[config.mk]
export PLATFORM = sky130hd
export DESIGN_NAME = ipsnr_log
export DESIGN_NICKNAME = d
export VERILOG_FILES = /design/src/ipsnr_pkg.sv /design/src/ipsnr_log.sv
export SDC_FILE = /design/constraint.sdc
export NUM_CORES = 2
export LEC_CHECK = 0
export ABC_AREA = 1
export BUFFER_PORTS_ARGS = -buffer_cell sky130_fd_sc_hd__buf_2
export CAP_MARGIN = 20
export CORE_ASPECT_RATIO = 1.75
export CORE_MARGIN = 2
export CORE_UTILIZATION = 58
export CTS_CLUSTER_SIZE = 24
export DETAILED_ROUTE_END_ITERATION = 16
export GPL_TIMING_DRIVEN = 0
export PLACE_DENSITY = 0.77
export SLEW_MARGIN = 20
export SYNTH_ARGS = -nofsm -noshare
export SYNTH_HDL_FRONTEND = slang
export SYNTH_SLANG_ARGS = --single-unit
[constraint.sdc]
create_clock -name clock -period 7.43 [get_ports clock]
set_input_delay 1.486 -clock clock [delete_from_list [all_inputs] [get_ports clock]]
set_output_delay 1.486 -clock clock [all_outputs]
set_load 0.01 [all_outputs]
[src/ipsnr_pkg.sv]
// Shared types, constants and elaboration-time helpers for the PSNR accumulator.
// No dependencies.
`default_nettype none
package ipsnr_pkg;

   localparam int SAMPLE_W = 16;
   localparam int SUM_W    = 56;
   localparam int MSE_W    = 32;
   localparam int LOG_W    = 29;
   localparam int PSNR_W   = 15;

   localparam logic [PSNR_W-1:0] PSNR_MAX = 15'd24700;
   localparam logic [31:0] PEAK_Q1616 = 32'd4261478400;
   // 10*log10(2) in Q2.30
   localparam logic [31:0] K_Q30 = 32'd3232284966;

   // Format codes
   localparam logic [2:0] FMT_INVALID = 3'd0;
   localparam logic [2:0] FMT_RGB     = 3'd1;
   localparam logic [2:0] FMT_BGR     = 3'd2;
   localparam logic [2:0] FMT_RGBA    = 3'd3;
   localparam logic [2:0] FMT_BGRA    = 3'd4;
   localparam logic [2:0] FMT_GRAY    = 3'd5;
   localparam logic [2:0] FMT_GRAYA   = 3'd6;

   // Status codes
   localparam logic [1:0] ST_OK       = 2'd0;
   localparam logic [1:0] ST_FORMAT   = 2'd1;
   localparam logic [1:0] ST_DIMS     = 2'd2;
   localparam logic [1:0] ST_INVALID  = 2'd3;

   // Register indexes
   localparam logic [2:0] REG_FORMAT_A = 3'd0;
   localparam logic [2:0] REG_FORMAT_B = 3'd1;
   localparam logic [2:0] REG_WIDTH_A  = 3'd2;
   localparam logic [2:0] REG_HEIGHT_A = 3'd3;
   localparam logic [2:0] REG_WIDTH_B  = 3'd4;
   localparam logic [2:0] REG_HEIGHT_B = 3'd5;

   typedef struct packed {
      logic clear;
      logic add;
   } lane_ctl_type;

   function automatic logic [2:0] fmt_norm(input logic [2:0] f);
      return (f > FMT_GRAYA) ? FMT_INVALID : f;
   endfunction

   function automatic logic fmt_compatible(input logic [2:0] x, input logic [2:0] y);
      logic ok;
      ok = (x == y)
         || (x == FMT_RGB  && y == FMT_RGBA) || (x == FMT_RGBA  && y == FMT_RGB)
         || (x == FMT_BGR  && y == FMT_BGRA) || (x == FMT_BGRA  && y == FMT_BGR)
         || (x == FMT_GRAY && y == FMT_GRAYA) || (x == FMT_GRAYA && y == FMT_GRAY);
      return ok;
   endfunction

   // log2 in Q.24, evaluated at elaboration for the peak constant only
   function automatic logic [LOG_W-1:0] log2_q24_const(input logic [31:0] x);
      int unsigned n;
      longint unsigned m;
      longint unsigned res;
      n = 31;
      while (n > 0 && x[n] == 1'b0) n--;
      m = longint'(x) << (31 - n);
      res = longint'(n) << 24;
      for (int i = 23; i >= 0; i--) begin
         m = (m * m) >> 31;
         if (m >= (64'd1 << 32)) begin
            m = m >> 1;
            res = res | (64'd1 << i);
         end
      end
      return res[LOG_W-1:0];
   endfunction

endpackage
`default_nettype wire

[src/ipsnr_log.sv]
// Iterative log2 in Q.24: one normalising shift per cycle, then one squaring per
// fraction bit. Depends on ipsnr_pkg.
`default_nettype none
module ipsnr_log
   import ipsnr_pkg::*;
(
   input  wire logic             clock,
   input  wire logic             reset,
   input  wire logic             start,
   input  wire logic [31:0]      x,
   output logic                  done,
   output logic      [LOG_W-1:0] result
);

   localparam logic [1:0] L_IDLE = 2'd0;
   localparam logic [1:0] L_NORM = 2'd1;
   localparam logic [1:0] L_SQ   = 2'd2;

   logic [1:0]       state_ff, state_in;
   logic [31:0]      m_ff, m_in;
   logic [4:0]       n_ff, n_in;
   logic [4:0]       bit_ff, bit_in;
   logic [23:0]      frac_ff, frac_in;
   logic             done_ff, done_in;
   logic [63:0]      sq;
   logic [32:0]      t;

   always_comb begin
      sq       = {32'd0, m_ff} * {32'd0, m_ff};
      t        = sq[63:31];
      state_in = state_ff;
      m_in     = m_ff;
      n_in     = n_ff;
      bit_in   = bit_ff;
      frac_in  = frac_ff;
      done_in  = 1'b0;
      unique case (state_ff)
         L_IDLE: begin
            if (start) begin
               m_in     = x;
               n_in     = 5'd31;
               frac_in  = '0;
               bit_in   = 5'd23;
               state_in = L_NORM;
            end
         end
         L_NORM: begin
            // shift up until the top bit is set
            if (m_ff[31] || n_ff == 5'd0) begin
               state_in = L_SQ;
            end else begin
               m_in = {m_ff[30:0], 1'b0};
               n_in = n_ff - 1'b1;
            end
         end
         L_SQ: begin
            // square and renormalise; the overflow is the next fraction bit
            if (t[32]) begin
               m_in            = t[32:1];
               frac_in[bit_ff] = 1'b1;
            end else begin
               m_in = t[31:0];
            end
            bit_in = bit_ff - 1'b1;
            if (bit_ff == 5'd0) begin
               state_in = L_IDLE;
               done_in  = 1'b1;
            end
         end
         default: state_in = L_IDLE;
      endcase
   end

   always_ff @(posedge clock) begin
      if (reset) begin
         state_ff <= L_IDLE;
         done_ff  <= 1'b0;
      end else begin
         state_ff <= state_in;
         done_ff  <= done_in;
      end
   end

   always_ff @(posedge clock) begin
      m_ff    <= m_in;
      n_ff    <= n_in;
      bit_ff  <= bit_in;
      frac_ff <= frac_in;
   end

   assign done   = done_ff;
   assign result = {n_ff, frac_ff};

endmodule
`default_nettype wire

### Word level (Yosys, flattened, before mapping)

Index checks and enable logic that the tools add are counted.

| word-level totals | value |
|---|---|
| logic and storage cells | 53 |
| bits in registers | 69 |
| bits of input ports | 35 |
| output and inout bits | 30 |

| cells by class | value |
|---|---|
| reduce and logical (&&, ||, !) cells | 14 |
| order comparisons | 2 |
| equal/unequal tests | 7 |
| multipliers | 1 |
| bitwise logic cells | 2 |
| multiplexer cells | 19 |
| add/sub/neg operators | 2 |

Operators by type and width:

| kind | number |
|---|---|
| two-way mux 32 bit | 3 |
| one-hot mux 32 bit (3 select lines) | 1 |
| multiplier 32 x 32 -> 64 bit | 1 |
| two-way mux 24 bit | 2 |
| one-hot mux 24 bit (2 select lines) | 1 |
| OR 24 bit | 1 |
| one-hot mux 5 bit (2 select lines) | 2 |
| two-way mux 5 bit | 3 |
| AND reduction 3 bit | 4 |
| logical NOT 5 bit | 2 |
| inequality test 2 bit (second input constant) | 5 |
| subtractor 5 x 1 -> 5 bit (second input constant) | 2 |
| < comparator 5 x 6 -> 1 bit (second input constant) | 1 |
| two-way mux 2 bit | 3 |
| one-hot mux 2 bit (3 select lines) | 1 |
| demux 1 bit (select 5 bit) | 1 |
| greater-or-equal comparator 5 x 1 -> 1 bit (second input constant) | 1 |
| nonzero test 2 bit | 2 |
| nonzero test 3 bit | 1 |
| == test 2 x 1 -> 1 bit (second input constant) | 1 |
| == test 2 bit (second input constant) | 1 |
| logical NOT 2 bit | 1 |
| two-way mux 1 bit | 2 |
| AND reduction 2 bit | 1 |
| other kinds (4) | 4 |

### Longest topological paths before layout

| depth | value |
|---|---|
| word-level depth | 7 |
| gate-level depth with buffers | 38 |
| depth with buffers taken out | 35 |

### Worst setup path after synthesis

Ideal clock, no wire load.

| timing | value |
|---|---|
| path kind | register -> register |
| start point | register m_ff[28] |
| end point | register frac_ff[0], enable pin |
| required time | 7.051 ns |
| cell stages (with the launch flop) | 30 |
| path buffers | 4 |
| setup slack | -0.267 ns |
| data arrival time | 7.319 ns |
| setup time | 0.379 ns |
| clock period less this slack | 7.697 ns |
| cells stage by stage | edfxtp_1 -> clkbuf_1 -> clkbuf_1 -> clkbuf_1 -> nand2_1 -> fa_1 -> fa_1 -> inv_1 -> fa_1 -> inv_1 -> fa_1 -> inv_1 -> fa_1 -> fa_1 -> fa_1 -> inv_1 -> fa_1 -> inv_1 -> ha_1 -> nand2_1 -> nor2_1 -> nand2_1 -> nor4_4 -> nand2_2 -> nand2_4 -> nand2_2 -> nand2_4 -> buf_4 -> o21ai_0 -> inv_1 |

| on the way | value |
|---|---|
| cells in the longest elaborated chain, start to end | 3 |

Ends and longest elaborated chain:

| what | line | RTL |
|---|---|---|
| from (decl) | ipsnr_log.sv:20 | `logic [31:0] m_ff, m_in;` |
| from (signal assigned) | ipsnr_log.sv:85 | `m_ff <= m_in;` |
| multiplier 32 x 32 -> 64 bit | ipsnr_log.sv:29 | `sq = {32'd0, m_ff} * {32'd0, m_ff};` |
| inequality test 2 bit (no line) | n/a |  |
| AND reduction 3 bit (no line) | n/a |  |
| to (signal assigned) | ipsnr_log.sv:88 | `frac_ff <= frac_in;` |
| to (decl) | ipsnr_log.sv:23 | `logic [23:0] frac_ff, frac_in;` |

No other way between the ends.
A chain may end at the register's enable or synchronous reset.

### Worst setup path after layout

| timing | value |
|---|---|
| start point | register m_ff[18] |
| end point | register m_ff[11] (data pin) |

| on the way | value |
|---|---|
| cells in the longest elaborated chain, start to end | 3 |

Ends and longest elaborated chain:

| what | line | RTL |
|---|---|---|
| multiplier 32 x 32 -> 64 bit | ipsnr_log.sv:29 |  |
| two-way mux 32 bit | ipsnr_log.sv:58 | `if (t[32]) begin` |
| one-hot mux 32 bit (3 select lines) | ipsnr_log.sv:37 | `unique case (state_ff)` |
| via m_in[11] | ipsnr_log.sv:20 |  |

The timed path passes the listed nets, and every way through them passes these cells.

==> impl_metrics.json <==
{
  "critPathMostFrequentCell": "fa_1",
  "postRouteAntennaNets": 0,
  "use_met3": 0.129,
  "r2r-start": "m_ff[18]",
  "ios": 65,
  "rows": 120,
  "avgSynthCellArea_um2": 7.81,
  "antenna_found_initial": 7,
  "ys_async_sr_fraction": 0,
  "fmax_ghz": 0.128,
  "cts_buffer_depth": 2,
  "dp_hpwl_mm": 108,
  "dr.pass1.iters": 8,
  "crit_slowest_cell": "fa_2",
  "path_clk_slew_ps": 60,
  "status": "complete, but fails checks",
  "slew_headroom": 0.352,
  "grt_pass1_wl_mm": 201,
  "drv_cap": 0,
  "synth-seq-cells": 69,
  "yosysSeqAreaShare": 0.0572,
  "clockRootBuffer": "clkbuf_16",
  "synth_top_area_cell": "fa_1",
  "routedWlPerCell_um": 24.8,
  "min_period_ps": 7790,
  "overflow": 0,
  "min_from": "state_ff[0]",
  "gp_congestion": 1.07,
  "setup_viol_count_final": 56,
  "dpl_cell_area_um2": 37000,
  "slew_viol_final": 0,
  "synth_fp_nets": 5703,
  "layout-drive-gt1-share": 0.151,
  "min_path_type": "reg2reg",
  "finalInstanceArea_um2": 41200,
  "worst_pin_slew_ps": 972,
  "die_h_um": 332,
  "yosysMostFrequentCell": "inv_1",
  "tritoncts": "built",
  "synth.distinct_cells": 44,
  "grt_pass1_vias": 33900,
  "area_growth_pct": 15.4,
  "required_ps": 7540,
  "cp_slowest_stage_delay_ps": 620,
  "drc_errors": 0,
  "num_vias": 31500,
  "yosysWarnings": 0,
  "coreArea_um2": 61000,
  "numClockSinks": 69,
  "wl_mm": 138,
  "synth_edf_count": 66,
  "timing.hold.ws_ps": 542,
  "synthTopCellsByCount": "1536 x inv_1, 1128 x nand2_1, 791 x fa_1",
  "port_buffers": 64,
  "failed_checks": "setup timing",
  "hold_viol": 0,
  "clock_latency_ps": 360,
  "crit_path_end_kind": "flop",
  "cts_inserted_buffers": 9,
  "startpoint_type": "flop",
  "rsz0062_at_grt": "true",
  "netlist_area_um2": 35700,
  "crit_path_start": "m_ff[18]",
  "avgViaCountPerCell": 5.63,
  "layout_setup_ws_ps": -358,
  "cp.arrival_ps": 7900,
  "synthCells": 4568,
  "die_x_um": 192,
  "fin_nets": 5920,
  "finalCritPeriodShare": 1.05,
  "synth-main-ff-cell": "edfxtp_1",
  "fin_util": 0.676,
  "dr.first_iter.drc_count": 3132,
  "grt_start_max_net_pins": 23,
  "setup_tns_ps": -14890,
  "grt_usage": 0.448,
  "busiest_layer": "met2",
  "grt_util_met1": 0.440,
  "start_util": 0.585,
  "htreeDepth": 3,
  "synth_top_area_frac": 0.444,
  "yosys-top-cells-area": "fa_1 44%, inv_1 16%, nand2_1 12%",
  "grtUsageMet2": 0.726,
  "design.die.area_um2": 63600,
  "crit_type": "reg2reg",
  "path_max_fanout": 8,
  "finClkSkew_ps": 9.57
}
kinds of logic after synthesis:
kind of cell,synth area share
xor gates and xnor gates,0.0122
DFF,0.0572
AOI/OAI and AO/OA,0.0257
adders and majority gates,0.552
and+or+nand+nor,0.173
buffers and inverters,0.180
flip-flops by register name, summed over array words and instances (netlist names):
name / flops
m_ff: 32
frac_ff: 24
bit_ff: 5
n_ff: 5
state_ff: 2
done: 1
metrics by stage:
| step | instances | worst slack (ps) |
|---|---|---|
| 6_report | 5587 | -358 |
| 3_3_place_gp | 5425 | -2490 |
| 4_1_cts | 5542 | -203 |
| 3_5_place_dp | 5426 | -2450 |
| 5_1_grt | 5583 | -490 |
| 2_1_floorplan | 4568 | 6.36 |
final timing paths:
kind / end / slack, ps / cells after the start
worst max-delay path: m_ff[11] / -360 / 34
worst min-delay path: state_ff[0] / 540 / 2
worst max register to register: m_ff[11] / -360 / 34
worst min register to register: state_ff[0] / 540 / 2
worst max-delay path: cells and delay by family, from the launching register on:
kind / cells / cell delay (ps)
buffers and inverters: 12 / 1290
DFF: 1 / 440
and+or+nand+nor: 13 / 1180
adders and majority gates: 9 / 4580
final cells by class:
cell class                      count  area (um^2)
Multi-Input combinational cell   2817        28700
Fill cell                        5077        19800
Inverter                         1539         5780
Sequential cell                    69         2040
Timing Repair Buffer              218         1700
Buffer                            129         1630
Tap cell                          793          992
Clock buffer                        9          225
Clock inverter                      7          146
Timing Repair inverter              2         13.8
Antenna cell                        4         10.0
layer usage:
metal  wire [um]  vias to the layer above  share of wire
li1            -                    13300              -
met1       39300                    15100           0.28
met2       64800                     2112           0.47
met3       14500                      968           0.10
met4       19700                        4           0.14
met5          30                        -        0.00022
placed cells by master (no fill, tap or decap), types with 6 or more instances in the layout:
cell       instances
a21oi_1           98
a21oi_2           10
a31o_2             6
buf_12            20
buf_2             74
buf_4            141
buf_6             24
buf_8             21
clkbuf_1          11
clkbuf_16         23
clkbuf_4           7
clkbuf_8          27
edfxtp_1          66
fa_1             750
fa_2              41
ha_1             280
ha_4              26
inv_1           1504
inv_2             34
nand2_1         1036
nand2_2           80
nand2_4           21
nand3_1           75
nand3_2           65
nand3_4            9
nand3b_1           6
nand4_1           14
nor2_1           113
nor2_2            16
nor2_4            16
nor3_1            16
o21ai_0           10
o21bai_1          19
or2_2             28
xnor2_1           14
xor2_1            30
timing repair:
action                     4_1_cts  5_1_grt
gates cloned                     4        1
setup buffers                  107       45
resized for setup              496      233
pin swaps                       93      110
hold buffers                     0        0
setup endpoints to repair       56       56
Power is not shown: default switching activity piles up to over one toggle a cycle in this logic, so the estimate is an artifact.
