**config.mk**
```make
export PLATFORM = sky130hd
export DESIGN_NAME = ipsnr_lane
export DESIGN_NICKNAME = d
export VERILOG_FILES = /design/src/ipsnr_pkg.sv /design/src/ipsnr_lane.sv
export SDC_FILE = /design/constraint.sdc
export NUM_CORES = 1
export LEC_CHECK = 0
export BUFFER_PORTS_ARGS = -buffer_cell sky130_fd_sc_hd__buf_2
export CAP_MARGIN = 20
export CORE_ASPECT_RATIO = 0.6
export CORE_UTILIZATION = 63
export DETAILED_ROUTE_END_ITERATION = 10
export HOLD_SLACK_MARGIN = 0.1
export MAX_ROUTING_LAYER = met4
export PLACE_DENSITY = 0.83
export SYNTH_ARGS = -nofsm -noshare
export SYNTH_HDL_FRONTEND = slang
export SYNTH_SLANG_ARGS = --single-unit
export TNS_END_PERCENT = 50
```
**constraint.sdc**
```tcl
create_clock -name clock -period 19.8 [get_ports clock]
set_input_delay 1.98 -clock clock [delete_from_list [all_inputs] [get_ports clock]]
set_output_delay 1.98 -clock clock [all_outputs]
set_load 0.01 [all_outputs]
```
**src/ipsnr_pkg.sv**
```systemverilog
// Shared types, constants and elaboration-time helpers for the PSNR accumulator.
// No dependencies.
`default_nettype none
package ipsnr_pkg;

   localparam int SAMPLE_W = 16;
   localparam int SUM_W    = 56;
   localparam int MSE_W    = 32;
   localparam int LOG_W    = 29;
   localparam int PSNR_W   = 15;

   localparam logic [PSNR_W-1:0] PSNR_MAX = 15'd24700;
   localparam logic [31:0] PEAK_Q1616 = 32'd4261478400;
   // 10*log10(2) in Q2.30
   localparam logic [31:0] K_Q30 = 32'd3232284966;

   // Format codes
   localparam logic [2:0] FMT_INVALID = 3'd0;
   localparam logic [2:0] FMT_RGB     = 3'd1;
   localparam logic [2:0] FMT_BGR     = 3'd2;
   localparam logic [2:0] FMT_RGBA    = 3'd3;
   localparam logic [2:0] FMT_BGRA    = 3'd4;
   localparam logic [2:0] FMT_GRAY    = 3'd5;
   localparam logic [2:0] FMT_GRAYA   = 3'd6;

   // Status codes
   localparam logic [1:0] ST_OK       = 2'd0;
   localparam logic [1:0] ST_FORMAT   = 2'd1;
   localparam logic [1:0] ST_DIMS     = 2'd2;
   localparam logic [1:0] ST_INVALID  = 2'd3;

   // Register indexes
   localparam logic [2:0] REG_FORMAT_A = 3'd0;
   localparam logic [2:0] REG_FORMAT_B = 3'd1;
   localparam logic [2:0] REG_WIDTH_A  = 3'd2;
   localparam logic [2:0] REG_HEIGHT_A = 3'd3;
   localparam logic [2:0] REG_WIDTH_B  = 3'd4;
   localparam logic [2:0] REG_HEIGHT_B = 3'd5;

   typedef struct packed {
      logic clear;
      logic add;
   } lane_ctl_type;

   function automatic logic [2:0] fmt_norm(input logic [2:0] f);
      return (f > FMT_GRAYA) ? FMT_INVALID : f;
   endfunction

   function automatic logic fmt_compatible(input logic [2:0] x, input logic [2:0] y);
      logic ok;
      ok = (x == y)
         || (x == FMT_RGB  && y == FMT_RGBA) || (x == FMT_RGBA  && y == FMT_RGB)
         || (x == FMT_BGR  && y == FMT_BGRA) || (x == FMT_BGRA  && y == FMT_BGR)
         || (x == FMT_GRAY && y == FMT_GRAYA) || (x == FMT_GRAYA && y == FMT_GRAY);
      return ok;
   endfunction

   // log2 in Q.24, evaluated at elaboration for the peak constant only
   function automatic logic [LOG_W-1:0] log2_q24_const(input logic [31:0] x);
      int unsigned n;
      longint unsigned m;
      longint unsigned res;
      n = 31;
      while (n > 0 && x[n] == 1'b0) n--;
      m = longint'(x) << (31 - n);
      res = longint'(n) << 24;
      for (int i = 23; i >= 0; i--) begin
         m = (m * m) >> 31;
         if (m >= (64'd1 << 32)) begin
            m = m >> 1;
            res = res | (64'd1 << i);
         end
      end
      return res[LOG_W-1:0];
   endfunction

endpackage
`default_nettype wire

```
**src/ipsnr_lane.sv**
```systemverilog
// One channel lane: absolute difference, registered square, sum of squares.
// Depends on ipsnr_pkg.
`default_nettype none
module ipsnr_lane
   import ipsnr_pkg::*;
(
   input  wire logic                clock,
   input  wire logic                reset,
   input  wire lane_ctl_type        ctl,
   input  wire logic [SAMPLE_W-1:0] a,
   input  wire logic [SAMPLE_W-1:0] b,
   output logic      [SUM_W-1:0]    sum
);

   logic [SAMPLE_W-1:0]   diff;
   logic [2*SAMPLE_W-1:0] sq_ff, sq_in;
   logic                  sq_vld_ff, sq_vld_in;
   logic [SUM_W-1:0]      sum_ff, sum_in;

   // square the absolute difference
   always_comb begin
      diff      = (a >= b) ? (a - b) : (b - a);
      sq_in     = {{SAMPLE_W{1'b0}}, diff} * {{SAMPLE_W{1'b0}}, diff};
      sq_vld_in = ctl.add & ~ctl.clear;
   end

   // add the previous square, or drop everything on clear
   always_comb begin
      if (ctl.clear) begin
         sum_in = '0;
      end else if (sq_vld_ff) begin
         sum_in = sum_ff + {{(SUM_W-2*SAMPLE_W){1'b0}}, sq_ff};
      end else begin
         sum_in = sum_ff;
      end
   end

   always_ff @(posedge clock) begin
      if (reset) begin
         sq_vld_ff <= 1'b0;
         sum_ff    <= '0;
      end else begin
         sq_vld_ff <= sq_vld_in;
         sum_ff    <= sum_in;
      end
   end

   always_ff @(posedge clock) begin
      sq_ff <= sq_in;
   end

   assign sum = sum_ff;

endmodule
`default_nettype wire

```
# Word-level counts from Yosys, hierarchy flattened
# Index checks and enable logic that the tools add are counted.
dict set report totals {
  reg_bits 89
  inputBits 36
  output_inout_bits 56
  word_cells 12
}
dict set report classes {
  n_addsub 3
  mul 1
  n_lt_le_gt_ge 1
  muxes 1
  bitwise_logic 2
  reduce_logical 1
}
# op n
set op_table {}
lappend op_table {{$add 56x32->56} 1}
lappend op_table {{$mul 16x16->32} 1}
lappend op_table {{$sub 16x16->16} 2}
lappend op_table {{$ge 16x16->1} 1}
lappend op_table {{$mux 16} 1}
lappend op_table {{$reduce_or 2->1} 1}
lappend op_table {{$and 1x1->1} 1}
lappend op_table {{$not 1->1} 1}

# Longest topological paths before layout
# Gate-level depths: netlist of the first run.
dict set report logic_depth {
  ltp_word 3
  ltp_mapped 36
  ltp_nobuf 34
}

# Least setup slack after synthesis of the first run
# No wires, ideal clock.
dict set report synth_timing {
  kind {input to register}
  from {input port a[0]}
  to {register sq_ff[28]}
  setup_time_ns 0.136
  arrival_time_ns 9.611
  required_time_ns 19.664
  path_slack_ns 10.052
  stages 32
  n_path_buf 2
  path_cell_list {inv_1 ha_1 inv_1 fa_1 a21o_1 a2111oi_4 o221a_2 nand2_4 buf_6 a211oi_1 a31oi_1 xor2_1 buf_2 nand2_1 fa_1 fa_1 inv_1 fa_1 fa_1 fa_1 inv_1 fa_1 inv_1 ha_1 a21oi_1 o31ai_1 or3_1 o21ai_0 a31oi_1 o21ai_0 mux2i_1 o2111ai_1}
}
dict set report synth_via {
  elab_chain_len 3
  word_cells_on_any_way 5
  classes_between {add/sub (2); mul (1); order compare (1); mux (1)}
}
# item line
set synth_lines {}
lappend synth_lines {{start: declaration} ipsnr_lane.sv:10} ;# input wire logic [SAMPLE_W-1:0] a,
lappend synth_lines {{$sub 16x16->16 or $ge 16x16->1 (tied branches)} ipsnr_lane.sv:22} ;# diff = (a >= b) ? (a - b) : (b - a);
lappend synth_lines {{$mux 16 *} ipsnr_lane.sv:22}
lappend synth_lines {{$mul 16x16->32 *} ipsnr_lane.sv:23} ;# sq_in = {{SAMPLE_W{1'b0}}, diff} * {{SAMPLE_W{1'b0}}, diff};
lappend synth_lines {{net sq_in[28]} ipsnr_lane.sv:16} ;# logic [2*SAMPLE_W-1:0] sq_ff, sq_in;
lappend synth_lines {{end signal: assignment} ipsnr_lane.sv:49} ;# sq_ff <= sq_in;
lappend synth_lines {{end: declaration} ipsnr_lane.sv:16}
# Mark *: on every way through the listed nets, which the timed path passes. The rest lies on a longest branch.
# A chain may end at the register's enable or synchronous reset.

# Worst setup path in the final report of the first run
# Same ends and word-level chain as after synthesis.

==> out/qor.txt, run 1 <==
Final ANT Viol Nets -> 0
IO buf count -> 91
first-pass GRT wire length -> 54500 um
worst-margin pin slew -> 0.889 ns
Via density -> 5.97
clock slew at reported path FFs -> 0.07 ns
Seq/Total Area, Yosys -> 13.0%
TNS Setup -> 0 ns
max-cap check violation count -> 0
Slew HR -> 40.5%
status -> finished clean
final core occ -> 68.6%
FP Rows -> 41
Yosys reg bits -> 88
Compound-Gate Fraction of Synth Area -> 15.8%
DRC Markers -> 0
placed cell count -> 1925
commonest non-fill, non-tap cell in the layout -> inv_1
DIE AREA -> 0.0221 mm2
Max clock buf depth -> 2
Synth Net Count -> 1966
vias in the first global route -> 11043
Synth top area share -> 24.5%
Fill cells -> 1721
top_reg_cell synth -> dfxtp_1
Cells after Synth -> 1603
Highest Clock Rate -> 90.6 MHz
1st-pass router iterations -> 7
unrepaired setup endpoints after global routing -> no
post-synthesis adder-cell area fraction -> 39.3%
GR Overflow Total -> 0
core area -> 0.0211 mm2
final setup margin -> 8.76 ns
Synth area leader -> fa_1
Worst-Skew Late Latency -> 0.35 ns
gr usage total -> 32.1%
Post-Syn Area -> 0.0136 mm2
DR iter-0 viols -> 990
setup bufs post-CTS -> 0
Slew Viols, Final -> 0
number of synthesized flops with an enable pin -> 0
Avg Cell Area, Syn -> 8.46 um2
post-layout min period -> 11.04 ns
total number of vias -> 11589
largest family of logic cells by synthesized area -> adder cells
Period Utilization, post-route -> 55.7%
Hold Buf Count CTS -> 0
startpoint types -> input port
CTS sink cnt -> 88
Post-synth ARST share -> 0%
final setup fails -> 0
CP Data Required Time -> 20.02 ns
n_diodes -> 0
final wirelength -> 33300 um
simple-gate share of the synthesized area -> 14.7%
GPL Wtd Cong -> 1.08
Post-Layout Cell Count -> 1941
initial core utilization -> 64.3%
initial antenna violation count -> 0
CTS tree -> yes
worst setup path category -> in2reg
CTS root buf -> clkbuf_16
I/O pin total -> 92
share of layout cells above drive strength 1 -> 9.63%
Worst Clk Skew -> 0.0110 ns
ranking of synthesized cells by area -> fa_1 24%, ha_1 15%, dfxtp_1 13%
CTS Buf Count -> 9
XOR/XNOR Fraction of Synth Area -> 4.82%
worst-path fanout max -> 18
largest net degree at the start of global routing -> 38
mux contribution to synthesized area -> 2.12%
Synth Warn # -> 0
CP Capture Type -> flop
Area Growth Syn to Fin -> 6.56%
worst setup slack after placement -> 8.58 ns
Die Y -> 116 um
drt wl/cell -> 17.1 um
Hold Path Class -> reg2reg
Yosys cell types -> 87
CP max stage cell -> xor2_1
critical path's largest stage delay -> 0.72 ns
Layout Nets -> 2020
DIE WIDTH -> 191 um
CTS H-tree lvls -> 3
final hold vios -> 0
commonest cells after routing, fill and taps aside -> 281 x inv_1, 166 x fa_1, 161 x ha_1, 143 x nand2_1, 125 x nor2_1
CP arrival -> 11.26 ns
CTS resizes -> 0
HPWL after DPL -> 27400 um
==> metal layers <==
metal | share of wire, % | track usage, % | vias up
met5 | 0 | - | -
met4 | 0.57 | 4.18 | 0
met3 | 10 | 8.33 | 27
met2 | 42 | 45.6 | 520
met1 | 47 | 46.7 | 5619
li1 | - | - | 5423
==> through the flow <==
stage	instance area (um2)	hold WS, ns
detailed placement	14100	0.477
finish	14500	0.493
global placement	14100	0.462
floorplan	13600	0.496
global route	14500	0.522
CTS	14500	0.490
==> registers in the layout, summed over array words and instances, names as in the netlist <==
name,cells
sum,56
sq_ff,31
sq_vld_ff,1
==> kinds of logic (layout without fill, tap and decap cells) <==
group                      after synthesis  count (layout)
AOI/OAI and AO/OA                      321             321
xor gates and xnor gates                65              65
adders and majority gates              327             327
buffers and inverters                  350             409
DFF                                     88              88
muxes                                   27              27
and+or+nand+nor                        425             425
==> worst paths after layout <==
path,startpoint,slack (ns),cells past startpoint,to
setup / recovery,a[0],8.76,33,sq_ff[28]$_DFF_P_
hold / removal,sum[53]$_SDFFE_PP0P_,0.49,2,sum[53]$_SDFFE_PP0P_
hold reg to reg,sum[53]$_SDFFE_PP0P_,0.49,2,sum[53]$_SDFFE_PP0P_
setup reg to reg,sum[11]$_SDFFE_PP0P_,16.35,9,sum[55]$_SDFFE_PP0P_
==> worst max-delay path: cells and delay by family <==
kind	cells	cell delay (ns)
AOI/OAI and AO/OA	10	2.67
xor gates and xnor gates	1	0.72
adders and majority gates	9	3.97
buffers and inverters	9	0.82
muxes	1	0.26
and+or+nand+nor	3	0.82
==> layout make-up <==
cell class	instances	area, um2	share of cell area [%]
clock buffer	10	239	1.65
clock inverter	6	67.6	0.467
inverter	292	1100	7.58
multi-input combinational	1165	10400	72.0
sequential	88	1760	12.2
tap	279	349	2.41
timing repair buffer	101	531	3.67
==> Yosys cell counts, types with 24 or more instances <==
library cell / count
a21o_1: 36
a21oi_1: 94
dfxtp_1: 88
fa_1: 166
ha_1: 161
inv_1: 281
mux2i_1: 24
nand2_1: 143
nand3_1: 28
nor2_1: 125
o21ai_0: 52
xnor2_1: 40
Power of run 1 is not shown: default switching activity piles up to over one toggle a cycle in this logic, so the estimate is an artifact.
==> inputs of run 2 (changes only) <==
- CORE_UTILIZATION: 63 -> 57
- PLACE_DENSITY: 0.83 -> 0.79
- clock period: 19.8 -> 9.9 ns (I/O delays scaled with it)
==> out/qor.txt, run 2 (same netlist as run 1, synthesis figures left out) <==
status -> finished clean
Via density -> 5.85 (-2.1%)
IO buf count -> 91 (unchanged)
commonest cells after routing, fill and taps aside -> 281 x inv_1, 166 x fa_1, 161 x ha_1, 143 x nand2_1, 125 x nor2_1
1st-pass router iterations -> 5 (-2)
clock slew at reported path FFs -> 0.06 ns (about the same)
DIE AREA -> 0.0244 mm2 (+10%)
total number of vias -> 11669 (+0.69%)
vias in the first global route -> 11226 (+1.7%)
DRC Markers -> 0 (unchanged)
CTS Buf Count -> 9 (unchanged)
Fill cells -> 2036 (+18%)
initial antenna violation count -> 0 (unchanged)
initial core utilization -> 58.4% (-6.0 points)
final setup fails -> 0 (unchanged)
TNS Setup -> 0 ns (unchanged)
Area Growth Syn to Fin -> 8.03%
Hold Buf Count CTS -> 0 (unchanged)
largest net degree at the start of global routing -> 39 (+2.6%)
Multi-input gate area -> 0.0104 mm2 (about the same)
CP Data Required Time -> 10.12 ns (-9.90 ns)
Die Y -> 122 um (+5.0%)
DIE WIDTH -> 201 um (+5.1%)
DR iter-0 viols -> 1116 (+13%)
share of layout cells above drive strength 1 -> 10.7% (+1.1 points)
most used cell, CP -> fa_1
Crit path max-delay family -> adder cells
Slew Viols, Final -> 0 (unchanged)
critical path's largest stage delay -> 0.56 ns (-0.16 ns)
Hold Slack -> 0.484 ns (-0.00924 ns)
drt wl/cell -> 17.0 um (-1.0%)
Max clock buf depth -> 2 (unchanged)
setup bufs post-CTS -> 0 (unchanged)
Period Utilization, post-route -> 95.6%
startpoint types -> input port
post-layout min period -> 9.47 ns
Highest Clock Rate -> 106 MHz
placed cell count -> 1980 (+2.9%)
FF/Latch Area -> 0.00176 mm2 (unchanged)
CTS sink cnt -> 88 (unchanged)
Layout Nets -> 2039 (+0.94%)
Slew HR -> 40.3% (-0.23 points)
GPL Wtd Cong -> 0.999 (-7.6%)
final wirelength -> 33900 um (+1.8%)
max-cap check violation count -> 0 (unchanged)
CP Capture Type -> flop
final hold vios -> 0 (unchanged)
I/O pin total -> 92 (unchanged)
gr usage total -> 29.2% (-2.8 points)
core area -> 0.0232 mm2 (+10%)
Worst-Skew Late Latency -> 0.36 ns (about the same)
worst-margin pin slew -> 0.889 ns (+0.0000671 ns)
CTS resizes -> 0 (unchanged)
CP arrival -> 9.69 ns (-1.57 ns)
HPWL after DPL -> 28400 um (+3.6%)
worst-path fanout max -> 13 (-5)
commonest non-fill, non-tap cell in the layout -> inv_1
GR Overflow Total -> 0 (unchanged)
max reg flops -> 56 (unchanged)
Hold Path Class -> reg2reg
unrepaired setup endpoints after global routing -> no
CTS root buf -> clkbuf_16
CTS H-tree lvls -> 3 (unchanged)
first-pass GRT wire length -> 55700 um (+2.2%)
Post-Layout Cell Count -> 1996 (+2.8%)
CTS tree -> yes
CP Buf/Inv Count -> 9 (unchanged)
worst setup path category -> in2reg
FP Rows -> 43 (+4.9%)
Worst Clk Skew -> 0.0131 ns (+0.00204 ns)
CP max stage cell -> fa_1
n_diodes -> 0 (unchanged)
Final ANT Viol Nets -> 0 (unchanged)
[run 2: final cells by class]
type	instances	share of cell area, %
clock buffers	9	1.54
clock inverters	7	0.589
inverters	292	7.48
multi-input cells	1165	71.1
flip-flops and latches	88	12.0
well taps	315	2.69
repair buffers	120	4.59
[run 2: final timing paths]
kind | from | to | slack [ns] | cells after the start
worst max-delay path | a[0] | sq_ff[28]$_DFF_P_ | 0.43 | 33
worst min-delay path | sum[24]$_SDFFE_PP0P_ | sum[24]$_SDFFE_PP0P_ | 0.48 | 2
worst max register to register | sum[10]$_SDFFE_PP0P_ | sum[55]$_SDFFE_PP0P_ | 6.33 | 9
worst min register to register | sum[24]$_SDFFE_PP0P_ | sum[24]$_SDFFE_PP0P_ | 0.48 | 2
[run 2: worst min-delay path: cells and delay by family (launching register included)]
family / cells / cell delay (ns)
flip-flops: 1 / 0.32
AND/OR/NAND/NOR: 1 / 0.06
AO/OA/AOI/OAI: 1 / 0.05
[run 2: layer usage]
layer	global-route usage [%]	wire length, um	share of wire, %	vias up
li1	-	-	-	5445
met1	42.5	15800	47	5691
met2	41.5	14200	42	487
met4	4.26	353	1.0	0
met3	7.44	3490	10	46
met5	-	0	0	-
[run 2: stage by stage]
step	util, %	cell area, um2	setup slack, ns
final	63.1	14700	0.434
after global routing	63.1	14700	0.0276
after CTS	63.0	14600	0.341
after detailed placement	61.7	14300	-0.0185
after global placement	61.7	14300	0.176
after floorplan	-	13600	1.14
Power of run 2 is left out for the same reason.
