**src/ipsnr_div.sv**
```systemverilog
// Restoring divider, one quotient bit per cycle.
// Depends on nothing beyond its own parameters.
`default_nettype none
module ipsnr_div #(
   parameter int DVD_W = 56,
   parameter int DVS_W = 26
) (
   input  wire logic             clock,
   input  wire logic             reset,
   input  wire logic             start,
   input  wire logic [DVD_W-1:0] dividend,
   input  wire logic [DVS_W-1:0] divisor,
   output logic                  done,
   output logic      [DVD_W-1:0] quotient
);

   localparam int CNT_W = $clog2(DVD_W + 1);

   logic [DVD_W-1:0] quo_ff, quo_in;
   logic [DVS_W-1:0] rem_ff, rem_in;
   logic [DVS_W-1:0] dvs_ff, dvs_in;
   logic [CNT_W-1:0] cnt_ff, cnt_in;
   logic             busy_ff, busy_in;
   logic             done_ff, done_in;
   logic [DVS_W:0]   trial;
   logic             ge;

   // one shift-subtract step
   always_comb begin
      trial   = {rem_ff, quo_ff[DVD_W-1]};
      ge      = trial >= {1'b0, dvs_ff};
      quo_in  = quo_ff;
      rem_in  = rem_ff;
      dvs_in  = dvs_ff;
      cnt_in  = cnt_ff;
      busy_in = busy_ff;
      done_in = 1'b0;
      if (start) begin
         quo_in  = dividend;
         rem_in  = '0;
         dvs_in  = divisor;
         cnt_in  = CNT_W'(DVD_W);
         busy_in = 1'b1;
      end else if (busy_ff) begin
         rem_in = ge ? DVS_W'(trial - {1'b0, dvs_ff}) : trial[DVS_W-1:0];
         quo_in = {quo_ff[DVD_W-2:0], ge};
         cnt_in = cnt_ff - 1'b1;
         if (cnt_ff == CNT_W'(1)) begin
            busy_in = 1'b0;
            done_in = 1'b1;
         end
      end
   end

   always_ff @(posedge clock) begin
      if (reset) begin
         busy_ff <= 1'b0;
         done_ff <= 1'b0;
         cnt_ff  <= '0;
      end else begin
         busy_ff <= busy_in;
         done_ff <= done_in;
         cnt_ff  <= cnt_in;
      end
   end

   always_ff @(posedge clock) begin
      quo_ff <= quo_in;
      rem_ff <= rem_in;
      dvs_ff <= dvs_in;
   end

   assign done     = done_ff;
   assign quotient = quo_ff;

endmodule
`default_nettype wire

```
**config.mk**
```make
export PLATFORM = sky130hd
export DESIGN_NAME = ipsnr_div
export DESIGN_NICKNAME = d
export VERILOG_FILES = /design/src/ipsnr_div.sv
export SDC_FILE = /design/constraint.sdc
export NUM_CORES = 1
export LEC_CHECK = 0
export BUFFER_PORTS_ARGS = -buffer_cell sky130_fd_sc_hd__buf_2
export CAP_MARGIN = 20
export CORE_MARGIN = 2
export CORE_UTILIZATION = 45
export DETAILED_ROUTE_END_ITERATION = 6
export PLACE_DENSITY = 0.8
export SYNTH_ARGS = -nofsm -noshare
export SYNTH_HDL_FRONTEND = slang
export SYNTH_SLANG_ARGS = --single-unit
```
**constraint.sdc**
```tcl
create_clock -name clock -period 2.55 [get_ports clock]
set_input_delay 0.255 -clock clock [delete_from_list [all_inputs] [get_ports clock]]
set_output_delay 0.255 -clock clock [all_outputs]
set_load 0.01 [all_outputs]
```
After elaboration in Yosys (flattened, before gate mapping)
Index checks and enable logic that the tools add are counted.
{"block": "totals", "output_inout_bits": 57, "regBits": 116, "elab_cells": 24, "inputBits": 85}
{"block": "classes", "order_cmp": 1, "n_mux": 9, "bitwise": 1, "eq_ne": 1, "n_reduce_logical": 3, "add_sub_neg": 2}
{"operator": "$mux W56", "count": 2}
{"operator": "$ge A27 B26 Y1", "count": 1}
{"operator": "$mux W26", "count": 1}
{"operator": "$sub A26 B26 Y26", "count": 1}
{"operator": "$mux W6", "count": 2}
{"operator": "$eq A6 B1 Y1 const B", "count": 1}
{"operator": "$sub A6 B1 Y6 const B", "count": 1}
{"operator": "$mux W1", "count": 4}
{"operator": "$reduce_or A3 Y1", "count": 1}
{"operator": "$reduce_bool A2 Y1", "count": 1}
{"operator": "$reduce_or A2 Y1", "count": 1}
{"operator": "$not A1 Y1", "count": 1}

Longest topological paths before layout
Gate-level depths: netlist (run 1).
{"block": "depth", "word_depth": 4, "ltp_mapped": 13, "mapped_depth_nobuf": 12}

Worst setup path before layout (run 1)
No wires, ideal clock.
{"block": "synth_timing", "path_kind": "reg-to-reg", "from": "register quo_ff[55] (netlist: quotient[55])", "to": "register rem_ff[24]", "period_less_slack_ns": 2.871, "arrival_ns": 2.726, "n_path_buf": 0, "path_slack_ns": -0.321, "stages_incl_launch_ff": 13, "setup_ns": 0.145, "required_time_ns": 2.405, "cell_sequence": "edfxtp_1 inv_1 ha_1 inv_1 fa_1 a21o_1 a221oi_2 o21ai_1 a41oi_1 a21oi_1 or3_1 a31oi_1 a211oi_1"}
{"block": "synth_via", "elab_chain_len": 2, "elab_cells_between_ends": 3, "classes_between": "add/sub: 1; order compare: 1; mux: 1"}
{"item": "start, declared", "line": "19", "text": "logic [DVD_W-1:0] quo_ff, quo_in;"}
{"item": "start signal, assigned", "line": "68", "text": "quo_ff <= quo_in;"}
{"item": "$sub A26 B26 Y26 / $ge A27 B26 Y1 (equally long branches)", "line": "45, 31"}
{"item": "$mux W26 (*)", "line": "45", "text": "rem_in = ge ? DVS_W'(trial - {1'b0, dvs_ff}) : trial[DVS_W-1:0];"}
{"item": "end signal, assigned", "line": "69", "text": "rem_ff <= rem_in;"}
{"item": "end, declared", "line": "20", "text": "logic [DVS_W-1:0] rem_ff, rem_in;"}
Mark *: on every way between the ends. The rest lies on a longest branch, timed or not.
A chain may end at the register's enable or synchronous reset.

Worst setup path in the final report (run 1)
{"block": "layout_timing", "from": "register quo_ff[55] (netlist: quotient[55])", "to": "register rem_ff[14]"}
The elaborated chain is that of the path after synthesis.

==> impl_metrics.csv, run 1 <==
group,metric,value,unit
setup_path,critPathKind,"reg2reg",
die,initial_core_util,45.6,%
timing,grt_setup_unrepaired,"yes",
detailed_routing,drt-pass1-iter-count,6,
setup_path,crit_buf_inv,3,
power,powerDensity,737,nW/um2
setup_path,slowest_delay,0.41,ns
timing,hold_viol,0,
synth,yosysSeqAreaShare,50.3,%
power,power.total,6.44,mW
worst_hold_path,hold_path_end,"dvs_ff[4]$_DFFE_PP_",
grt,antenna_found_initial,0,
setup_path,worstPathArrival,3.22,ns
synth,yosys.area.top_type_share,39.4,%
setup_path,r2r_start,"quotient[55]$_DFFE_PP_",
cells_and_area,synthToLayoutAreaGrowth,39.8,%
detailed_routing,ant_nets,0,
synth,yosysWarnings,0,
detailed_routing,post_drt_wl_per_cell,17.7,um
grt,grt_pass1_wl,25200,um
cells_and_area,stdcell_count,958,
die,die-area,14900,um2
run_status,status,"finished with violations",
worst_hold_path,holdPathStages,1,
cells_and_area,drive_gt1_share,47.3,%
synth,synth_nets,658,
power,ir_worst_vdd,492,uV
cells_and_area,fin_area,8740,um2
synth,ys_ff_latch,116,
detailed_routing,drcViolationCount,0,
detailed_routing,viasPerCell,5.60,
synth,async_flop_share,0,%
synth,netlist_area,6250,um2
flow_run,drv_cap,0,
synth,synth-edff-count,82,
clock_tree,clk_latency,0.42,ns
clock_tree,cts_tree,"yes",
clock_tree,root_buffer,"clkbuf_16",
synth,yosysMostFrequentCell,"edfxtp_1",
setup_path,worstReg2RegEnd,"rem_ff[14]$_SDFFE_PP0P_",
die,core_area,13700,um2
timing,final-max-slew-violation-count,0,
clock_tree,cts.sinks,116,
die,fp.dieW,122,um
cells_and_area,n_antenna_cell,0,
synth,syn_avg_cell_area,11.5,um2
placement,hpwl,10700,um
placement,dpl_cell_area,7420,um2
setup_path,critPathTopFamily,"compound AO/OA/AOI/OAI gates",
cells_and_area,fin_util,63.7,%
detailed_routing,detail_route.wirelength,17000,um
timing,relSlewSlack,61.4,%
placement,routabilityCongestion,0.888,
detailed_routing,vias,5368,
worst_hold_path,worst_hold_path_type,"in2reg",
die,die_h,122,um
worst_hold_path,worstHoldStart,"divisor[4]",
setup_path,rr_worst_depth,13,
synth,synth_largest_area_cell,"edfxtp_1",
cells_and_area,nNetsFinal,879,
clock_tree,htreeDepth,4,
grt,track_usage,21.7,%
die,row_count,43,
synth,synthFlopType,"edfxtp_1",
clock_tree,cts_buffers,17,
timing,timing.fmax,344,MHz
grt,grt_pass1_vias,5364,
setup_path,r2r_slack,-0.35,ns
cells_and_area,fill_cells,1061,
power,p_leak,3.72,nW
setup_path,slowest_stage,"edfxtp_1",
setup_path,cp-end-kind,"register",
placement,place_inst,881,
grt,grt_overflow_total,0,
synth,synthTopCellsByArea,"edfxtp_1, dfxtp_1, mux2_2",
clock_tree,clk_path_buf_depth,2,
grt,grt_max_degree,49,
clock_tree,clkTransAtPathRegs,0.05,ns
synth,ys_top_cells_by_count,"edfxtp_1, mux2_2, nand2_1, nor2_1, inv_1",
cells_and_area,multi_input_area,3140,um2
placement,portBuffers,141,
timing,postLayoutSetupSlackWorst,-0.354,ns
cells_and_area,seqCellArea,3150,um2
run_status,violations,"setup timing",
setup_path,crit_chain,"inv_2, ha_4, inv_2, fa_2, a21o_1, a221oi_2, o21ai_2, buf_6, a221oi_2, o21bai_1, xor2_1, nand2_1, a311oi_2",
timing,fin_skew,0.00976,ns
die,io_pins,142,
synth,synth_cell_type_count,63,
synth,synthCells,544,
timing,finalSetupViolCount,16,
detailed_routing,drtIter0Drc,486,
timing,fin_hold_ws,0.0189,ns
setup_path,crit_required,2.87,ns
setup_path,cp_max_fo,3,
timing,period_needed,2.90,ns
timing,fin_crit_sh,114,%
setup_path,startpoint_type,"register",
timing,worstMarginPinSlew,0.579,ns
-- repair_timing --
action / in CTS / in global routing
hold buffers: 16 / 2
endpoints found under the setup margin: 23 / 27
setup buffers: 13 / 16
endpoints found under the hold margin: 16 / 2
pin swaps: 34 / 44
cloned: 1 / 0
resized for setup: 28 / 45
-- layout make-up --
type	instances	share of cell area, %
flip-flops and latches	116	36.0
clock inverters	14	1.85
inverters	36	1.58
repair buffers	230	17.2
well taps	180	2.58
multi-input cells	364	35.9
clock buffers	18	4.91
-- sequential cells by signal, indices dropped and copies added (netlist names) --
register	cells
busy_ff	1
cnt_ff	6
rem_ff	26
quotient	56
done	1
dvs_ff	26
-- cells in the final DEF (no fill, tap or decap), drive strengths merged, types with 3 or more instances in the layout --
cell type,instances
buf,212
edfxtp,82
mux2,56
nor2,44
nand2,44
inv,37
dfxtp,34
ha,28
dlygate4sd3,18
clkbuf,18
a21oi,18
a311oi,18
a21o,17
o21ai,14
xnor2,11
xor2,11
a211oi,11
nand3,9
clkinv,7
nor3,6
and3,6
nand2b,5
o211ai,5
a31oi,5
or3,4
o21bai,4
nor3b,4
nand3b,3
nand4,3
nor4b,3
a211o,3
clkinvlp,3
bufinv,3
o31ai,3
-- where the power goes --
group          internal [mW]  switching, mW  total (mW)  leakage (nW)
Sequential              2.23          0.116        2.35          1.10
Clock                   1.53          0.878        2.40         0.281
Combinational          0.818          0.867        1.68          2.34
-- per-stage QoR --
step	setup TNS (ns)	worst slack, ns
5_1_grt	-4.84	-0.467
2_1_floorplan	-0.413	-0.140
3_3_place_gp	-0.630	-0.150
3_5_place_dp	-2.09	-0.204
4_1_cts	-1.73	-0.165
6_report	-2.85	-0.354
-- layer usage --
metal  wire (um)  up-vias  global-route usage, %  part of all wire, %
li1            -     2456                      -                    -
met1        6850     2595                   26.1                   40
met2        8470      265                   35.6                   50
met3        1230       52                   7.72                  7.2
met4         423        0                   8.55                  2.5
met5           0        -                      0                    0
-- cells by family after synthesis --
logic type	share of synthesized area, %
flops	50.3
simple gates	10.6
fa+ha+maj	5.92
compound gates	15.3
buf+inv	4.40
mux	10.4
xor+xnor	3.08
-- worst register-to-register path, cell delays in order, from the launching register on --
cell and delay [ns]:
edfxtp_1 0.41, inv_2 0.09, ha_4 0.13, inv_2 0.04
fa_2 0.34, a21o_1 0.20, a221oi_2 0.41, o21ai_2 0.18
buf_6 0.16, a221oi_2 0.22, o21bai_1 0.13, xor2_1 0.15
nand2_1 0.09, a311oi_2 0.25
-- worst max path at each step --
stage                           start                      end  slack, ns  depth (start not counted)
2_1_floorplan  quotient[55]$_DFFE_PP_  rem_ff[24]$_SDFFE_PP0P_      -0.14                         12
3_3_place_gp   quotient[55]$_DFFE_PP_  rem_ff[20]$_SDFFE_PP0P_      -0.15                         12
3_5_place_dp   quotient[55]$_DFFE_PP_  rem_ff[14]$_SDFFE_PP0P_      -0.20                         13
4_1_cts        quotient[55]$_DFFE_PP_  rem_ff[24]$_SDFFE_PP0P_      -0.17                         12
5_1_grt        quotient[55]$_DFFE_PP_  rem_ff[14]$_SDFFE_PP0P_      -0.47                         13
6_report       quotient[55]$_DFFE_PP_  rem_ff[14]$_SDFFE_PP0P_      -0.35                         13
(Power assumes the default switching activity.)
==> run 2: changes to the inputs <==
--- a/config.mk
+++ b/config.mk
@@ -5,12 +5,15 @@
 export SDC_FILE = /design/constraint.sdc
 export NUM_CORES = 1
 export LEC_CHECK = 0
+export ABC_AREA = 1
 export BUFFER_PORTS_ARGS = -buffer_cell sky130_fd_sc_hd__buf_2
 export CAP_MARGIN = 20
+export CELL_PAD_IN_SITES_DETAIL_PLACEMENT = 1
+export CELL_PAD_IN_SITES_GLOBAL_PLACEMENT = 2
 export CORE_MARGIN = 2
-export CORE_UTILIZATION = 45
+export CORE_UTILIZATION = 28
 export DETAILED_ROUTE_END_ITERATION = 6
-export PLACE_DENSITY = 0.8
+export PLACE_DENSITY = 0.86
 export SYNTH_ARGS = -nofsm -noshare
 export SYNTH_HDL_FRONTEND = slang
 export SYNTH_SLANG_ARGS = --single-unit
==> run 2 against run 1 <==
  * Sequential power fell by 4%
  * Highest routed layer unchanged
  * Synthesized area rose by 10%
  * The flow now finishes without violations
  * Routed wire length rose by 23%
  * Clock power rose by 13%
  * Final cell count rose by 50%
  * First-iteration DRC count fell by 48%
  * Largest cell class unchanged
  * Cell area rose by 0.96%
  * Critical path type unchanged
  * Register-to-register slack improved by 0.60 ns
  * Non-clock buffer count fell by 57
  * Critical endpoint is now rem_ff[16]$_SDFFE_PP0P_
==> impl_metrics.csv, run 2 <==
group,metric,value,unit
grt,grt_max_degree,45,
grt,gr-usage-met2,28.7,%
cells_and_area,layout_commonest_cell,"nand2_1",
grt,grt_pass1_wl,34400,um
detailed_routing,vias,6286,
cells_and_area,seqCellArea,3140,um2
detailed_routing,drt-pass1-iter-count,4,
setup_path,critPathKind,"reg2reg",
synth,synthTopCellsByArea,"edfxtp_1, nand2_1, dfxtp_1",
setup_path,rr_worst_depth,16,
power,p_seq_share,40.0,%
synth,synth_largest_area_cell,"edfxtp_1",
clock_tree,cts_buffers,17,
synth,ys_top_cells_by_count,"nand2_1, inv_1, edfxtp_1",
timing,worstMarginPinSlew,0.571,ns
power,ir_worst_vdd,335,uV
power,p_leak,4.63,nW
grt,grtUsageMet1,20.8,%
detailed_routing,viasPerCell,4.37,
timing,hold_viol,0,
timing,fin_crit_sh,90.3,%
setup_path,r2r_start,"quotient[55]$_DFFE_PP_",
cells_and_area,drive_gt1_share,19.3,%
synth,yosys.area.top_type_share,35.8,%
clock_tree,clk_path_buf_depth,2,
setup_path,worstPathArrival,2.62,ns
grt,busiest_layer,"met2",
clock_tree,clkTransAtPathRegs,0.06,ns
clock_tree,clk_latency,0.42,ns
clock_tree,htreeDepth,4,
worst_hold_path,worstHoldStart,"divisor[4]",
timing,period_needed,2.30,ns
timing,fin_skew,0.0136,ns
synth,synth_nets,1050,
synth,synthCells,936,
placement,portBuffers,141,
power,p_sw_share,25.8,%
power,power_switching,1.46,mW
die,die-area,25900,um2
grt,grt_pass1_vias,6755,
synth,yosysSeqAreaShare,45.6,%
timing,final-max-slew-violation-count,0,
clock_tree,root_buffer,"clkbuf_16",
synth,yosysMostFrequentCell,"nand2_1",
cells_and_area,synthToLayoutAreaGrowth,28.1,%
cells_and_area,fin_area,8820,um2
cells_and_area,final_cell_mix,"nand2_1, inv_1, buf_2",
grt,globalRouteMet3Util,4.70,%
setup_path,worstReg2RegEnd,"rem_ff[16]$_SDFFE_PP0P_",
power,powerDensity,641,nW/um2
detailed_routing,drtIter0Drc,251,
clock_tree,cts_post_setup_buffers_inserted,0,
synth,synth-edff-count,82,
power,power.total,5.65,mW
synth,yosysWarnings,0,
cells_and_area,n_antenna_cell,0,
worst_hold_path,hold_path_end,"dvs_ff[4]$_DFFE_PP_",
power,clockPowerShare,48.2,%
die,die_h,161,um
worst_hold_path,worst_hold_path_type,"in2reg",
cells_and_area,fill_cells,3085,
synth,synth_cell_type_count,33,
cells_and_area,multi_input_area,3010,um2
setup_path,crit_required,2.86,ns
grt,grt_overflow_total,0,
cells_and_area,nNetsFinal,1217,
timing,finalSetupViolCount,0,
timing,finalSetupTns,0,ns
die,core_area,24200,um2
synth,ys_ff_latch,116,
cells_and_area,largest_register_ffs,56,
timing,timing.fmax,434,MHz
placement,routabilityCongestion,0.822,
setup_path,cp-end-kind,"register",
placement,hpwl,15500,um
worst_hold_path,holdPathStages,1,
setup_path,startpoint_type,"register",
synth,synthFlopType,"edfxtp_1",
die,fp.dieW,161,um
power,combinationalPowerShare,11.9,%
synth,netlist_area,6890,um2
die,row_count,57,
detailed_routing,detail_route.wirelength,20900,um
run_status,status,"complete, no violations",
detailed_routing,drcViolationCount,0,
synth,syn_avg_cell_area,7.36,um2
synth,async_flop_share,0,%
flow_run,drv_cap,0,
timing,grt_setup_unrepaired,"no",
die,io_pins,142,
setup_path,r2r_slack,0.25,ns
timing,relSlewSlack,62.0,%
grt,antenna_found_initial,0,
clock_tree,cts_tree,"yes",
power,p_int,4.20,mW
setup_path,cp_max_fo,4,
grt,track_usage,16.8,%
detailed_routing,post_drt_wl_per_cell,14.5,um
die,initial_core_util,28.4,%
clock_tree,cts.sinks,116,
placement,dpl_cell_area,7970,um2
detailed_routing,ant_nets,0,
run 2: cell types whose count changed after synthesis, moves of 10 or more:
cell	delta
nand2_1	+372
inv_1	+117
a21o_1	-17
mux2_2	-56
nand3_1	+53
a311oi_2	-10
xor2_1	-10
run 2: area by class of cell:
cell class,count,area share (%)
repair buffers,173,11.6
inverters,157,6.68
multi-input cells,638,34.1
clock inverters,14,2.52
well taps,324,4.60
clock buffers,18,4.86
flip-flops and latches,116,35.6
run 2: per-layer routing:
| layer | up-vias | part of all wire, % |
|---|---|---|
| met4 | 0 | 1.1 |
| met5 | - | 0 |
| met3 | 16 | 5.8 |
| li1 | 3233 | - |
| met2 | 139 | 47 |
| met1 | 2898 | 46 |
run 2: repair_timing:
action | in CTS | in global routing
hold buffers | 19 | 0
endpoints found under the setup margin | 0 | 6
resized for setup | 0 | 2
endpoints found under the hold margin | 19 | 0
run 2: worst max-delay path: stages, from the launching register on:
cell and delay, ns:
edfxtp_1 0.37, inv_1 0.13, ha_1 0.18, inv_1 0.08, fa_2 0.39, nand3_1 0.11, nand3_2 0.15, nand2_1 0.10
nand2_1 0.15, nand2_1 0.14, nand2_1 0.06, nand2_1 0.05, nand2_1 0.05, inv_1 0.05, nand2_1 0.05, nand3_1 0.07
nand2_1 0.05
run 2: how the worst max path moves through the flow:
stage,from,to,slack [ns]
after detailed placement,quotient[55]$_DFFE_PP_,rem_ff[16]$_SDFFE_PP0P_,0.03
after CTS,quotient[55]$_DFFE_PP_,rem_ff[16]$_SDFFE_PP0P_,0.02
final,quotient[55]$_DFFE_PP_,rem_ff[16]$_SDFFE_PP0P_,0.25
after global placement,quotient[55]$_DFFE_PP_,rem_ff[16]$_SDFFE_PP0P_,0.11
after global routing,quotient[55]$_DFFE_PP_,rem_ff[16]$_SDFFE_PP0P_,0.04
after floorplan,quotient[55]$_DFFE_PP_,rem_ff[16]$_SDFFE_PP0P_,0.54
run 2: through the flow:
stage          hold slack [ns]  utilization [%]  cells  setup WS, ns
3_5_place_dp             0.434             32.9   1389        0.0347
4_1_cts                0.00166             36.4   1440        0.0157
6_report                0.0203             36.4   1440         0.247
3_3_place_gp             0.432             32.9   1389         0.106
2_1_floorplan            0.324                -    936         0.537
5_1_grt                0.00408             36.4   1440        0.0377
run 2: cell families after synthesis:
family | count (synthesis) | synth area share (%)
XOR/XNOR | 11 | 1.40
AO/OA/AOI/OAI | 35 | 2.73
buffers and inverters | 182 | 10.8
adder cells (fa/ha/maj) | 29 | 5.38
flip-flops | 116 | 45.6
AND/OR/NAND/NOR | 563 | 34.1
run 2: power by group through the flow:
stage          Sequential [mW]  Combinational [mW]  Clock [mW]
6_report                  2.26               0.671        2.72
5_1_grt                   2.28               0.756        2.86
3_3_place_gp              2.29               0.645           0
2_1_floorplan             2.33               0.322           0
3_5_place_dp              2.30               0.657           0
4_1_cts                   2.26               0.685        2.79
